`src/rtl/core/ssbs_pkg.sv`:
```
// ----------------------------------------------------------------------------
// ssbs_pkg
// Shared types and constants for the sorted store with binary search.
// ----------------------------------------------------------------------------
package ssbs_pkg;

  localparam int DEPTH       = 32;
  localparam int VALUE_WIDTH = 32;
  localparam int ADDR_W      = $clog2(DEPTH);
  localparam int CNT_W       = $clog2(DEPTH + 1);
  localparam int POS_W       = 6;

  localparam logic FUNC_LOAD   = 1'b0;
  localparam logic FUNC_SEARCH = 1'b1;

  typedef struct packed {
    logic                          func;
    logic                          start_new;
    logic signed [VALUE_WIDTH-1:0] value;
  } in_item_t;

  typedef struct packed {
    logic             overflow;
    logic             found;
    logic [POS_W-1:0] position;
  } out_item_t;

  // Which address the store is read at in a given cycle.
  typedef enum logic [1:0] {
    RD_NONE,
    RD_JM1,
    RD_JM2,
    RD_MID
  } rd_sel_t;

  typedef struct packed {
    logic    capture;
    rd_sel_t rd_sel;
    logic    ld_step;
    logic    sr_step;
    logic    out_load;
  } dp_cmd_t;

  typedef struct packed {
    logic is_search;
    logic overflow;
    logic ld_last;
    logic range_empty;
    logic hit;
    logic out_free;
  } dp_sts_t;

endpackage

```
`src/rtl/core/ssbs_ctrl.sv`:
```
// ----------------------------------------------------------------------------
// ssbs_ctrl
// Controller: sequences the insertion of a load and the probes of a search.
// ----------------------------------------------------------------------------
module ssbs_ctrl (
  input  logic              clk,
  input  logic              rst_n,
  input  logic              in_valid,
  output logic              in_stall,
  input  ssbs_pkg::dp_sts_t sts,
  output ssbs_pkg::dp_cmd_t cmd
);
  import ssbs_pkg::*;

  typedef enum logic [2:0] {
    S_IDLE,
    S_DISPATCH,
    S_LD_SHIFT,
    S_SR_RD,
    S_SR_CMP,
    S_RESULT
  } state_t;

  state_t state_r, state_nxt;
  logic   in_stall_r;

  always_comb begin
    cmd       = '0;
    state_nxt = state_r;
    case (state_r)
      S_IDLE: begin
        if (in_valid) begin
          cmd.capture = 1'b1;
          state_nxt   = S_DISPATCH;
        end
      end
      S_DISPATCH: begin
        if (sts.is_search) begin
          state_nxt = S_SR_RD;
        end else if (sts.overflow) begin
          state_nxt = S_RESULT;
        end else begin
          cmd.rd_sel = RD_JM1;
          state_nxt  = S_LD_SHIFT;
        end
      end
      S_LD_SHIFT: begin
        // The read of the next lower entry is issued every step; it is
        // simply unused on the last one.
        cmd.ld_step = 1'b1;
        cmd.rd_sel  = RD_JM2;
        if (sts.ld_last) begin
          state_nxt = S_RESULT;
        end
      end
      S_SR_RD: begin
        if (sts.range_empty) begin
          state_nxt = S_RESULT;
        end else begin
          cmd.rd_sel = RD_MID;
          state_nxt  = S_SR_CMP;
        end
      end
      S_SR_CMP: begin
        cmd.sr_step = 1'b1;
        state_nxt   = sts.hit ? S_RESULT : S_SR_RD;
      end
      S_RESULT: begin
        if (sts.out_free) begin
          cmd.out_load = 1'b1;
          state_nxt    = S_IDLE;
        end
      end
      default: begin
        state_nxt = S_IDLE;
      end
    endcase
  end

  always_ff @(posedge clk) begin
    if (!rst_n) begin
      state_r    <= S_IDLE;
      in_stall_r <= 1'b0;
    end else begin
      state_r    <= state_nxt;
      in_stall_r <= (state_nxt != S_IDLE);
    end
  end

  assign in_stall = in_stall_r;

endmodule

```
`src/rtl/core/ssbs_dp.sv`:
```
// ----------------------------------------------------------------------------
// ssbs_dp
// Datapath: element store kept in ascending order, insertion and search
// registers, and the result register.
// ----------------------------------------------------------------------------
module ssbs_dp (
  input  logic                clk,
  input  logic                rst_n,
  input  ssbs_pkg::in_item_t  in_data,
  input  ssbs_pkg::dp_cmd_t   cmd,
  output ssbs_pkg::dp_sts_t   sts,
  output logic                out_valid,
  input  logic                out_stall,
  output ssbs_pkg::out_item_t out_data
);
  import ssbs_pkg::*;

  logic signed [VALUE_WIDTH-1:0] mem [DEPTH];

  logic signed [VALUE_WIDTH-1:0] key_r;
  logic signed [VALUE_WIDTH-1:0] rd_data_r;
  logic                          func_r;
  logic                          ovf_r;
  logic                          found_r;
  logic [POS_W-1:0]              pos_r;
  logic [CNT_W-1:0]              count_r;
  logic [CNT_W-1:0]              j_r;
  logic [CNT_W-1:0]              lo_r;
  logic [CNT_W-1:0]              hi_r;
  logic [ADDR_W-1:0]             mid_r;
  logic                          out_valid_r;
  out_item_t                     out_data_r;

  logic [ADDR_W-1:0]             rd_addr;
  logic                          rd_en;
  logic [CNT_W:0]                mid_sum;
  logic [ADDR_W-1:0]             mid_calc;
  logic                          probe_gt_key;
  logic                          hit;
  logic                          ld_last;
  logic                          we;
  logic [ADDR_W-1:0]             wr_addr;
  logic signed [VALUE_WIDTH-1:0] wr_data;

  // Floor midpoint of the inclusive range [lo, hi-1].
  assign mid_sum  = {1'b0, lo_r} + {1'b0, hi_r} - {{CNT_W{1'b0}}, 1'b1};
  assign mid_calc = ADDR_W'(mid_sum >> 1);

  always_comb begin
    case (cmd.rd_sel)
      RD_JM1:  rd_addr = ADDR_W'(j_r - CNT_W'(1));
      RD_JM2:  rd_addr = ADDR_W'(j_r - CNT_W'(2));
      RD_MID:  rd_addr = mid_calc;
      default: rd_addr = '0;
    endcase
  end

  assign rd_en = (cmd.rd_sel != RD_NONE);

  assign probe_gt_key = (rd_data_r > key_r);
  assign hit          = (rd_data_r == key_r);
  assign ld_last      = (j_r == '0) || !probe_gt_key;

  // Each insertion step either moves a larger entry up one place or drops
  // the new value into the hole.
  assign we      = cmd.ld_step;
  assign wr_addr = ADDR_W'(j_r);
  assign wr_data = ld_last ? key_r : rd_data_r;

  always_ff @(posedge clk) begin
    if (we) begin
      mem[wr_addr] <= wr_data;
    end
    if (rd_en) begin
      rd_data_r <= mem[rd_addr];
    end
  end

  always_ff @(posedge clk) begin
    if (!rst_n) begin
      count_r     <= '0;
      out_valid_r <= 1'b0;
    end else begin
      if (cmd.capture && (in_data.func == FUNC_LOAD) && in_data.start_new) begin
        count_r <= '0;
      end else if (cmd.ld_step && ld_last) begin
        count_r <= count_r + CNT_W'(1);
      end
      if (cmd.out_load) begin
        out_valid_r <= 1'b1;
      end else if (!out_stall) begin
        out_valid_r <= 1'b0;
      end
    end
  end

  always_ff @(posedge clk) begin
    if (cmd.capture) begin
      key_r   <= in_data.value;
      func_r  <= in_data.func;
      ovf_r   <= (in_data.func == FUNC_LOAD) && !in_data.start_new &&
                 (count_r == CNT_W'(DEPTH));
      j_r     <= in_data.start_new ? '0 : count_r;
      lo_r    <= '0;
      hi_r    <= count_r;
      found_r <= 1'b0;
      pos_r   <= '0;
    end else if (cmd.ld_step && !ld_last) begin
      j_r <= j_r - CNT_W'(1);
    end else if (cmd.sr_step) begin
      if (hit) begin
        found_r <= 1'b1;
        pos_r   <= POS_W'(CNT_W'(mid_r) + CNT_W'(1));
      end else if (!probe_gt_key) begin
        lo_r <= CNT_W'(mid_r) + CNT_W'(1);
      end else begin
        hi_r <= CNT_W'(mid_r);
      end
    end
    if (cmd.rd_sel == RD_MID) begin
      mid_r <= mid_calc;
    end
    if (cmd.out_load) begin
      out_data_r.overflow <= ovf_r;
      out_data_r.found    <= found_r;
      out_data_r.position <= pos_r;
    end
  end

  always_comb begin
    sts.is_search   = (func_r == FUNC_SEARCH);
    sts.overflow    = ovf_r;
    sts.ld_last     = ld_last;
    sts.range_empty = (lo_r >= hi_r);
    sts.hit         = hit;
    sts.out_free    = !out_valid_r || !out_stall;
  end

  assign out_valid = out_valid_r;
  assign out_data  = out_data_r;

endmodule

```
`src/rtl/core/sorted_store_binary_search.sv`:
```
// ----------------------------------------------------------------------------
// sorted_store_binary_search
// Store of signed values kept in ascending order, with binary search.
// ----------------------------------------------------------------------------
//
//   Channel  Direction  Handshake           Beat
//   in_      input      in_valid/in_stall   func, start_new, value
//   out_     output     out_valid/out_stall overflow, found, position
//
// Each load is inserted in order as it arrives, one store entry moved per
// cycle; the store has a single read port. One item is in work at a time;
// a finished result waits in the output register while the next beat is
// taken. Reset empties the store.
//
module sorted_store_binary_search (
  input  logic                clk,
  input  logic                rst_n,
  input  logic                in_valid,
  output logic                in_stall,
  input  ssbs_pkg::in_item_t  in_data,
  output logic                out_valid,
  input  logic                out_stall,
  output ssbs_pkg::out_item_t out_data
);
  import ssbs_pkg::*;

  dp_cmd_t cmd;
  dp_sts_t sts;

  ssbs_ctrl u_ctrl (
    .clk      (clk),
    .rst_n    (rst_n),
    .in_valid (in_valid),
    .in_stall (in_stall),
    .sts      (sts),
    .cmd      (cmd)
  );

  ssbs_dp u_dp (
    .clk       (clk),
    .rst_n     (rst_n),
    .in_data   (in_data),
    .cmd       (cmd),
    .sts       (sts),
    .out_valid (out_valid),
    .out_stall (out_stall),
    .out_data  (out_data)
  );

endmodule
```
`config.mk`:
```
export PLATFORM = sky130hd
export DESIGN_NAME = sorted_store_binary_search
export DESIGN_NICKNAME = d
export VERILOG_FILES = /design/src/rtl/core/ssbs_pkg.sv /design/src/rtl/core/ssbs_ctrl.sv /design/src/rtl/core/ssbs_dp.sv /design/src/rtl/core/sorted_store_binary_search.sv
export SDC_FILE = /design/constraint.sdc
export NUM_CORES = 1
export LEC_CHECK = 0
export ABC_AREA = 1
export BUFFER_PORTS_ARGS = -buffer_cell sky130_fd_sc_hd__buf_2
export CORE_MARGIN = 3
export CORE_UTILIZATION = 57
export DETAILED_ROUTE_END_ITERATION = 10
export PLACE_DENSITY_LB_ADDON = 0.08
export SYNTH_ARGS = -nofsm -noshare
export SYNTH_HDL_FRONTEND = slang
export SYNTH_SLANG_ARGS = --single-unit
```
`constraint.sdc`:
```
create_clock -name clk -period 3.8 [get_ports clk]
set_input_delay 0.57 -clock clk [delete_from_list [all_inputs] [get_ports clk]]
set_output_delay 0.57 -clock clk [all_outputs]
set_load 0.01 [all_outputs]
```
# Word-level counts from Yosys, hierarchy flattened
# Memory sizes are Yosys's and may differ from the RTL's. A register that Yosys moved wholly into a read port is not among the register bits.
# Index checks and enable logic that the tools add are counted.
# word_totals
ff_bits	83
ram_bits	1024
input_bits	38
output_inout_bits	10
elab_cells	99
mem_count	1
# op_classes
n_addsub	6
n_lt_le_gt_ge	2
eq_ne	13
n_mux	32
n_bitwise	5
n_reduce_logical	24
# memory_table
memory	depth	word_bits	rd	rd_clocked_by_memory_dff	wr	line_no	text
u_dp.mem	32	32	1	1	1	ssbs_dp.sv:18	logic signed [VALUE_WIDTH-1:0] mem [DEPTH];
# op_table
op	count
$mux W6	8
$eq A32 B32 Y1	1
$gt A32 B32 Y1	1
$mux W32	1
$mux W3	6
$pmux W3 S6	1
$pmux W5 S3	1
$mux W1	12
$sub A6 B1 Y6 const B	2
$reduce_and A4 Y1	2
$reduce_bool A2 Y1	4
$add A5 B1 Y6 const B	1
$add A6 B1 Y6 const B	1
$add A6 B6 Y6	1
$eq A3 B2 Y1 const B	2
$eq A3 B3 Y1 const B	2
$eq A6 B6 Y1 const B	1
$ge A6 B6 Y1	1
$logic_and A1 B1 Y1	6
$logic_not A6 Y1	1
$ne A2 B1 Y1 const B	3
$pmux W2 S3	1
$logic_not A1 Y1	5
$not A1 Y1	5
10 further kinds	13

# Longest topological paths before layout
# Gate-level depths: netlist (run 1).
# depth
depth_word	7
ltp_mapped	18

# Modules after synthesis
# A second synthesis (run 1) with hierarchy kept.
# unflattened
hier_cells	3750
hier_area_um2	48089.9
# by_module_without_submodules
module	n_inst	cells_each	area_per_inst_um2
ssbs_dp	1	3701	47779.6
ssbs_ctrl	1	49	310.3

# Least setup slack after synthesis (run 1)
# No wires, ideal clock.
# synth_path
path_type	flip-flop to flip-flop
start	register u_dp.rd_data_r[23] (read register of u_dp.mem)
end	memory u_dp.mem[0][0], data pin
setup_ps	454
t_arrival_ps	3118
path_slack_ps	227
path_stages_with_launch	13
path_buffers	1
synth_period_minus_slack_ps	3573
cell_sequence	edfxtp_1 -> ha_1 -> nand2_1 -> nor2_1 -> nand4_1 -> nor2_1 -> nand2_1 -> nand3_1 -> nand2_1 -> nand2_1 -> nand3_1 -> clkbuf_1 -> o21ai_0
# synth_via
elab_chain_cells	4
# synth_rtl
item	line_no	text
from (decl)	ssbs_dp.sv:21	logic signed [VALUE_WIDTH-1:0] rd_data_r;
$gt A32 B32 Y1	ssbs_dp.sv:60	assign probe_gt_key = (rd_data_r > key_r);
$logic_not A1 Y1	ssbs_dp.sv:62	assign ld_last = (j_r == '0) || !probe_gt_key;
$logic_or A1 B1 Y1	ssbs_dp.sv:62	
$mux W32	ssbs_dp.sv:68	assign wr_data = ld_last ? key_r : rd_data_r;
named net u_dp.wr_data[0]	ssbs_dp.sv:43	logic signed [VALUE_WIDTH-1:0] wr_data;
to (decl)	ssbs_dp.sv:18	
# The timed path passes the listed nets, and every way through them passes these cells.

# Worst setup path after layout (run 1)
# layout_path
start	register u_dp.rd_data_r[31] (read register of u_dp.mem)
end	memory u_dp.mem[4][3], data pin
# Same word-level chain as after synthesis.

==> qor.txt, run 1 <==
hold_buf cts -> 0
Post CTS Setup Buffer Count -> 0
most frequent cells in the layout -> edfxtp_1, nand3_1, nand2_1
H-tree depth -> 3
Leakage -> 18.8 nW
CTS tree -> built
most common cell after layout, fill and taps aside -> edfxtp_1
yosys warns -> 0
syn_nets -> 4129
largest net degree at the start of global routing -> 137
fmax -> 0.275 GHz
clock sink count -> 1139
Vert. Die Dim -> 297 um
Top FF cell, synth -> edfxtp_1
Final Setup Violations -> 0
worst hold slack -> 0.0598 ns
total track usage -> 33.0%
drt drc -> 0
Setup crit start kind -> flop
register bit total from synthesis -> 1139
Die ar. -> 88300 sq um
DRT Pass-1 Iters -> 5
Reg2Reg Depth -> 10
Initial Util -> 57.7%
Tmin final -> 3.64 ns
Worst path top cell family by delay -> simple AND/OR/NAND/NOR gates
sequential share of the synthesized area -> 70.3%
number of synthesized flops with an enable pin -> 1115
most area-consuming cells after synthesis -> edfxtp_1, nand3_1, nand4_1, nand2_1, ha_1
Pwr Density -> 918 nW/um^2
Worst Hold Class -> in2reg
Worst Hold Path Cells -> 1
grt ovf -> 0
HPWL after DPL -> 72400 um
routed via count -> 34966
drt wl/cell -> 28.6 um
clock-pin slew on the worst setup and hold paths -> 0.06 ns
Worst setup EP type -> flop
site row count -> 106
crit-path most repeated cell -> nor2_1
Critical Path Fanout Max -> 32
run status -> completed
worst path bufs/invs -> 2
mapped cell area -> 48300 sq um
total CTS buffers -> 115
ANT nets after route -> 0
CP max stage cell -> nand3_4
Max Root-Sink Buffers -> 3
First DRT Iteration DRCs -> 5197
CP Data Required Time -> 4.28 ns
Async S/R FF share, synth -> 0%
largest area contributor in the netlist -> edfxtp_1
flop2flop setup slack -> 0.16 ns
antenna violations before repair -> 8
vias in the first global route -> 32560
share of cells above drive strength 1 -> 10.6%
worst path arrival time -> 4.12 ns
post-route setup TNS -> 0 ns
Rel. slew slack -> 35.9%
RSZ-0062 raised after global routing -> no
Distinct cells, synth -> 34
Ports -> 48
syn avg cell area -> 12.0 sq um
clk_lat worst skew -> 0.69 ns
worst vdd ir -> 0.591 mV
Worst Tran Pin Value -> 0.962 ns
Slew Limit Fails -> 0
top cell type's share of synthesized area -> 69.3%
die width -> 297 um
Post-layout nets -> 4089
IO buf count -> 47
WP depth -> 10
Layout area overhead -> 12.8%
cts repair resizes -> 0
Final Skew -> 0.0193 ns
maxcap violations -> 0
final period utilization -> 95.7%
final hold vios -> 0
global-route wire length before repair -> 217000 um
Root Driver -> clkbuf_16
core footprint -> 83800 sq um
Post-Syn Instances -> 4034
final WL -> 149000 um
GP Congestion -> 0.835
detailed-route vias per instance -> 6.70
CP Class -> reg2reg
crit-path cells -> ha_1, nand2_1, nor2_1, and2_1, nand4_1, nand3_4, buf_6, nor2_1, a21oi_2, buf_4
delay of the slowest critical-path stage -> 0.51 ns
-- layer usage --
layer | GRT usage (%) | up-vias | part of all wire [%] | wire, um
met4 | 12.5 | 8 | 3.8 | 5690
met2 | 51.4 | 2184 | 47 | 69500
li1 | - | 15092 | - | -
met3 | 6.60 | 366 | 11 | 16800
met5 | 0 | - | 0.030 | 45
met1 | 46.5 | 17316 | 38 | 57400
-- final timing paths --
kind / start / to
worst min register to register: u_dp.pos_r[0] / u_dp.out_data[0]
worst max-delay path: u_dp.rd_data_r[31] / u_dp.mem[4][3]
worst min-delay path: in_data[31] / u_dp.key_r[31]
worst max register to register: u_dp.rd_data_r[31] / u_dp.mem[4][3]
-- cell families (layout without fill, tap and decap cells) --
kind of cell | Yosys count | in the layout | share of synthesized area (%)
compound gates | 99 | 99 | 1.07
xor+xnor | 13 | 13 | 0.236
fa+ha+maj | 57 | 57 | 1.49
buf+inv | 457 | 505 | 3.93
flops | 1139 | 1139 | 70.3
other cells | 0 | 2 | 0
simple gates | 2269 | 2270 | 23.0
-- metrics by stage --
step           util, %  total power, mW  cell area, sq um  worst slack, ns  cells
3_5_place_dp      60.5             38.4             50700            0.154   5010
4_1_cts           65.0             49.7             54500            0.111   5216
2_1_floorplan        -             31.3             48300            0.227   4034
6_report          65.1             50.0             54500            0.162   5219
3_3_place_gp      60.5             38.1             50700            0.241   5010
5_1_grt           65.0             52.4             54500          0.00230   5217
-- flip-flops by register name (all words and copies together), names as in the netlist --
signal           cells
u_dp.j_r             6
u_ctrl.in_stall      1
u_dp.func_r          1
u_dp.count_r         6
u_dp.ovf_r           1
u_dp.out_valid       1
u_dp.hi_r            6
u_dp.mid_r           5
u_dp.key_r          32
u_dp.mem          1024
u_dp.lo_r            6
u_dp.found_r         1
u_dp.rd_data_r      32
u_ctrl.state_r       3
u_dp.pos_r           6
u_dp.out_data        8
-- cell usage after synthesis, types with 2 or more instances --
library cell,number
inv_2,2
buf_4,8
edfxtp_1,1115
nor2_2,3
buf_1,83
xor2_1,12
o22ai_1,3
clkbuf_1,129
a21oi_1,68
nand2_1,651
nand3b_1,2
nor2_1,88
nand2_2,2
o21a_1,2
o21ai_0,21
nand3_1,991
inv_1,110
nand3_2,2
buf_2,125
nor4_1,2
nand4_1,521
ha_1,56
dfxtp_1,24
nor3_1,4
-- power by group --
| part | switching (mW) | internal [mW] | leakage (nW) | total [mW] |
|---|---|---|---|---|
| Combinational | 13.9 | 5.08 | 6.72 | 19.0 |
| Sequential | 0.334 | 19.3 | 10.2 | 19.6 |
| Clock | 4.75 | 6.66 | 1.83 | 11.4 |
| Total | 19.0 | 31.0 | 18.8 | 50.0 |
-- layout make-up --
class	instances	area, sq um
diodes	2	5.00
fillers	6259	29300
flip-flops and latches	1139	34000
inverters	112	427
repair buffers	187	1980
well taps	1134	1420
multi-input cells	2439	13000
clock inverters	67	739
clock buffers	139	3030
-- worst reg2reg max path, stage by stage (launching register included) --
cell,delay [ns]
edfxtp_1,0.47
ha_1,0.42
nand2_1,0.10
nor2_1,0.20
and2_1,0.18
nand4_1,0.40
nand3_4,0.51
buf_6,0.39
nor2_1,0.12
a21oi_2,0.28
buf_4,0.36
Note: power is estimated with default switching activity, not from simulation.
==> inputs of run 2 (changes only) <==
--- a/config.mk
+++ b/config.mk
@@ -8,7 +8,7 @@
 export ABC_AREA = 1
 export BUFFER_PORTS_ARGS = -buffer_cell sky130_fd_sc_hd__buf_2
 export CORE_MARGIN = 3
-export CORE_UTILIZATION = 57
+export CORE_UTILIZATION = 30
 export DETAILED_ROUTE_END_ITERATION = 10
 export PLACE_DENSITY_LB_ADDON = 0.08
 export SYNTH_ARGS = -nofsm -noshare
==> run 2 against run 1 <==
Non-clock buffer count is 107 higher. Worst hold slack improved by 0.021 ns. Total power rose by 9.8%. Setup slack improved by 0.016 ns. Core utilization is 29 points lower. Sequential power about the same. Critical path type unchanged. Critical endpoint is now u_dp.rd_data_r[29]. Largest cell class unchanged. Largest power group is now combinational cells. Highest routed layer is now met4.
==> qor.txt, run 2 (synthesis gave the netlist of run 1 again) <==
run status -> completed (unchanged)
First DRT Iteration DRCs -> 3460 (was 5197)
Die ar. -> 166000 sq um (was 88300 sq um)
Setup crit start kind -> flop (unchanged)
Leakage -> 19.7 nW (was 18.8 nW)
final period utilization -> 95.3% (was 95.7%)
detailed-route vias per instance -> 5.45 (was 6.70)
Post CTS Setup Buffer Count -> 0 (unchanged)
Worst Tran Pin Value -> 0.932 ns (was 0.962 ns)
crit-path most repeated cell -> nand3_1 (was nor2_1)
CP Class -> reg2reg (unchanged)
post-route setup TNS -> 0 ns (unchanged)
clock sink count -> 1139 (unchanged)
Root Driver -> clkbuf_16 (unchanged)
crit-path cells -> inv_1, ha_1, inv_1, ha_1, fa_1, nand4_1, nand2_1, nor2_4, buf_12, nand3_1, nand3_1, nand3_1, nand3_1, buf_4, nand2_1 (was ha_1, nand2_1, nor2_1, and2_1, nand4_1, nand3_4, buf_6, nor2_1, a21oi_2, buf_4)
Reg2Reg Depth -> 15 (was 10)
Post-layout nets -> 4217 (was 4089)
Layout area overhead -> 19.6% (was 12.8%)
RSZ-0062 raised after global routing -> no (unchanged)
ant diodes -> 0 (was 2)
core footprint -> 159000 sq um (was 83800 sq um)
biggest regs -> u_dp.mem x1024, u_dp.key_r x32, u_dp.rd_data_r x32 (unchanged)
global-route wire length before repair -> 263000 um (was 217000 um)
clk_lat worst skew -> 0.79 ns (was 0.69 ns)
total track usage -> 21.8% (was 33.0%)
final WL -> 186000 um (was 149000 um)
delay of the slowest critical-path stage -> 0.50 ns (was 0.51 ns)
Final Skew -> 0.0375 ns (was 0.0193 ns)
GP Congestion -> 0.766 (was 0.835)
Vert. Die Dim -> 407 um (was 297 um)
fillers -> 15569 (was 6259)
Initial Util -> 30.3% (was 57.7%)
Ports -> 48 (unchanged)
worst vdd ir -> 0.720 mV (was 0.591 mV)
die width -> 407 um (was 297 um)
grt ovf -> 0 (unchanged)
HPWL after DPL -> 96800 um (was 72400 um)
Worst path top cell family by delay -> simple AND/OR/NAND/NOR gates (unchanged)
CTS tree -> built (unchanged)
max reg flops -> 1024 (unchanged)
Slew Limit Fails -> 0 (unchanged)
antenna violations before repair -> 2 (was 8)
most common cell after layout, fill and taps aside -> edfxtp_1 (unchanged)
Critical Path Fanout Max -> 33 (was 32)
site row count -> 146 (was 106)
H-tree depth -> 4 (was 3)
worst path arrival time -> 4.12 ns (about the same)
Max Root-Sink Buffers -> 3 (unchanged)
maxcap violations -> 0 (unchanged)
Worst setup EP type -> flop (unchanged)
worst path bufs/invs -> 4 (was 2)
drt wl/cell -> 29.1 um (was 28.6 um)
WP depth -> 15 (was 10)
total CTS buffers -> 137 (was 115)
Pwr Density -> 951 nW/um^2 (was 918 nW/um^2)
CP Data Required Time -> 4.30 ns (was 4.28 ns)
CP max stage cell -> fa_1 (was nand3_4)
fmax -> 0.276 GHz (was 0.275 GHz)
largest net degree at the start of global routing -> 96 (was 137)
clock-pin slew on the worst setup and hold paths -> 0.06 ns (about the same)
most frequent cells in the layout -> edfxtp_1, nand3_1, nand2_1 (unchanged)
Tmin final -> 3.62 ns (was 3.64 ns)
vias in the first global route -> 33585 (was 32560)
DRT Pass-1 Iters -> 6 (was 5)
Biggest register -> u_dp.mem (unchanged)
drt drc -> 0 (unchanged)
Worst Hold Class -> in2reg (unchanged)
ANT nets after route -> 0 (unchanged)
fin area -> 57800 sq um (was 54500 sq um)
Worst Hold Path Cells -> 1 (unchanged)
hold_buf cts -> 26 (was 0)
cts repair resizes -> 0 (unchanged)
final hold vios -> 0 (unchanged)
Final Setup Violations -> 0 (unchanged)
IO buf count -> 47 (unchanged)
routed via count -> 34756 (was 34966)
Rel. slew slack -> 37.9% (was 35.9%)
share of cells above drive strength 1 -> 12.6% (was 10.6%)
area of placed instances -> 53300 sq um (was 50700 sq um)
-- run 2: cell types whose count changed in the layout (fill, tap and decap cells not counted), moves of 5 or more --
cell           delta
a21oi_2           +5
a21oi_4           -5
buf_12           +60
buf_4            +22
bufinv_16         -9
clkbuf_1         +16
clkbuf_16        +20
clkinv_1          +5
clkinv_8          +5
clkinvlp_4        -5
dlygate4sd3_1    +26
inv_6             +5
-- run 2: layer usage --
layer | vias up | part of all wire, % | global-route usage, %
met5 | - | 0 | 0
met4 | 0 | 2.1 | 5.30
met3 | 206 | 5.2 | 3.23
met2 | 1111 | 46 | 34.1
met1 | 18056 | 47 | 31.9
li1 | 15383 | - | -
-- run 2: metrics by stage --
stage / worst slack [ns] / hold slack (ns) / cells / total power [mW] / util [%]
detailed placement: 0.222 / 0.417 / 6103 / 42.7 / 33.5
finish: 0.178 / 0.0811 / 6373 / 54.9 / 36.3
CTS: 0.204 / 0.00112 / 6373 / 55.4 / 36.3
global placement: 0.210 / 0.414 / 6103 / 42.8 / 33.5
global route: 0.0723 / 0.0246 / 6373 / 57.8 / 36.3
floorplan: 0.227 / 0.408 / 4034 / 31.3 / -
-- run 2: cell type report --
| class | instances | area, sq um | area share [%] |
|---|---|---|---|
| Tap cell | 2146 | 2690 | 4.65 |
| Multi-Input combinational cell | 2438 | 12900 | 22.4 |
| Timing Repair Buffer | 294 | 3590 | 6.22 |
| Clock inverter | 68 | 607 | 1.05 |
| Clock buffer | 176 | 3610 | 6.24 |
| Inverter | 112 | 428 | 0.740 |
| Sequential cell | 1139 | 34000 | 58.8 |
-- run 2: report_power, final --
group	internal (mW)	leakage [nW]	total (mW)	switching, mW
sequential	19.3	10.2	19.8	0.525
clock	7.15	2.05	12.6	5.43
combinational	6.82	7.43	22.6	15.8
-- run 2: worst reg2reg max path, stage by stage (launching register included) --
cell	delay, ns
dfxtp_1	0.34
inv_1	0.06
ha_1	0.28
inv_1	0.05
ha_1	0.21
fa_1	0.50
nand4_1	0.15
nand2_1	0.11
nor2_4	0.50
buf_12	0.33
nand3_1	0.13
nand3_1	0.11
nand3_1	0.12
nand3_1	0.21
buf_4	0.16
nand2_1	0.11
-- run 2: worst paths after layout --
check / from / slack, ns / end
worst max-delay path: u_dp.lo_r[1] / 0.18 / u_dp.rd_data_r[29]
worst min-delay path: in_data[18] / 0.08 / u_dp.key_r[18]
worst max register to register: u_dp.lo_r[1] / 0.18 / u_dp.rd_data_r[29]
worst min register to register: u_dp.found_r / 0.43 / u_dp.out_data[6]
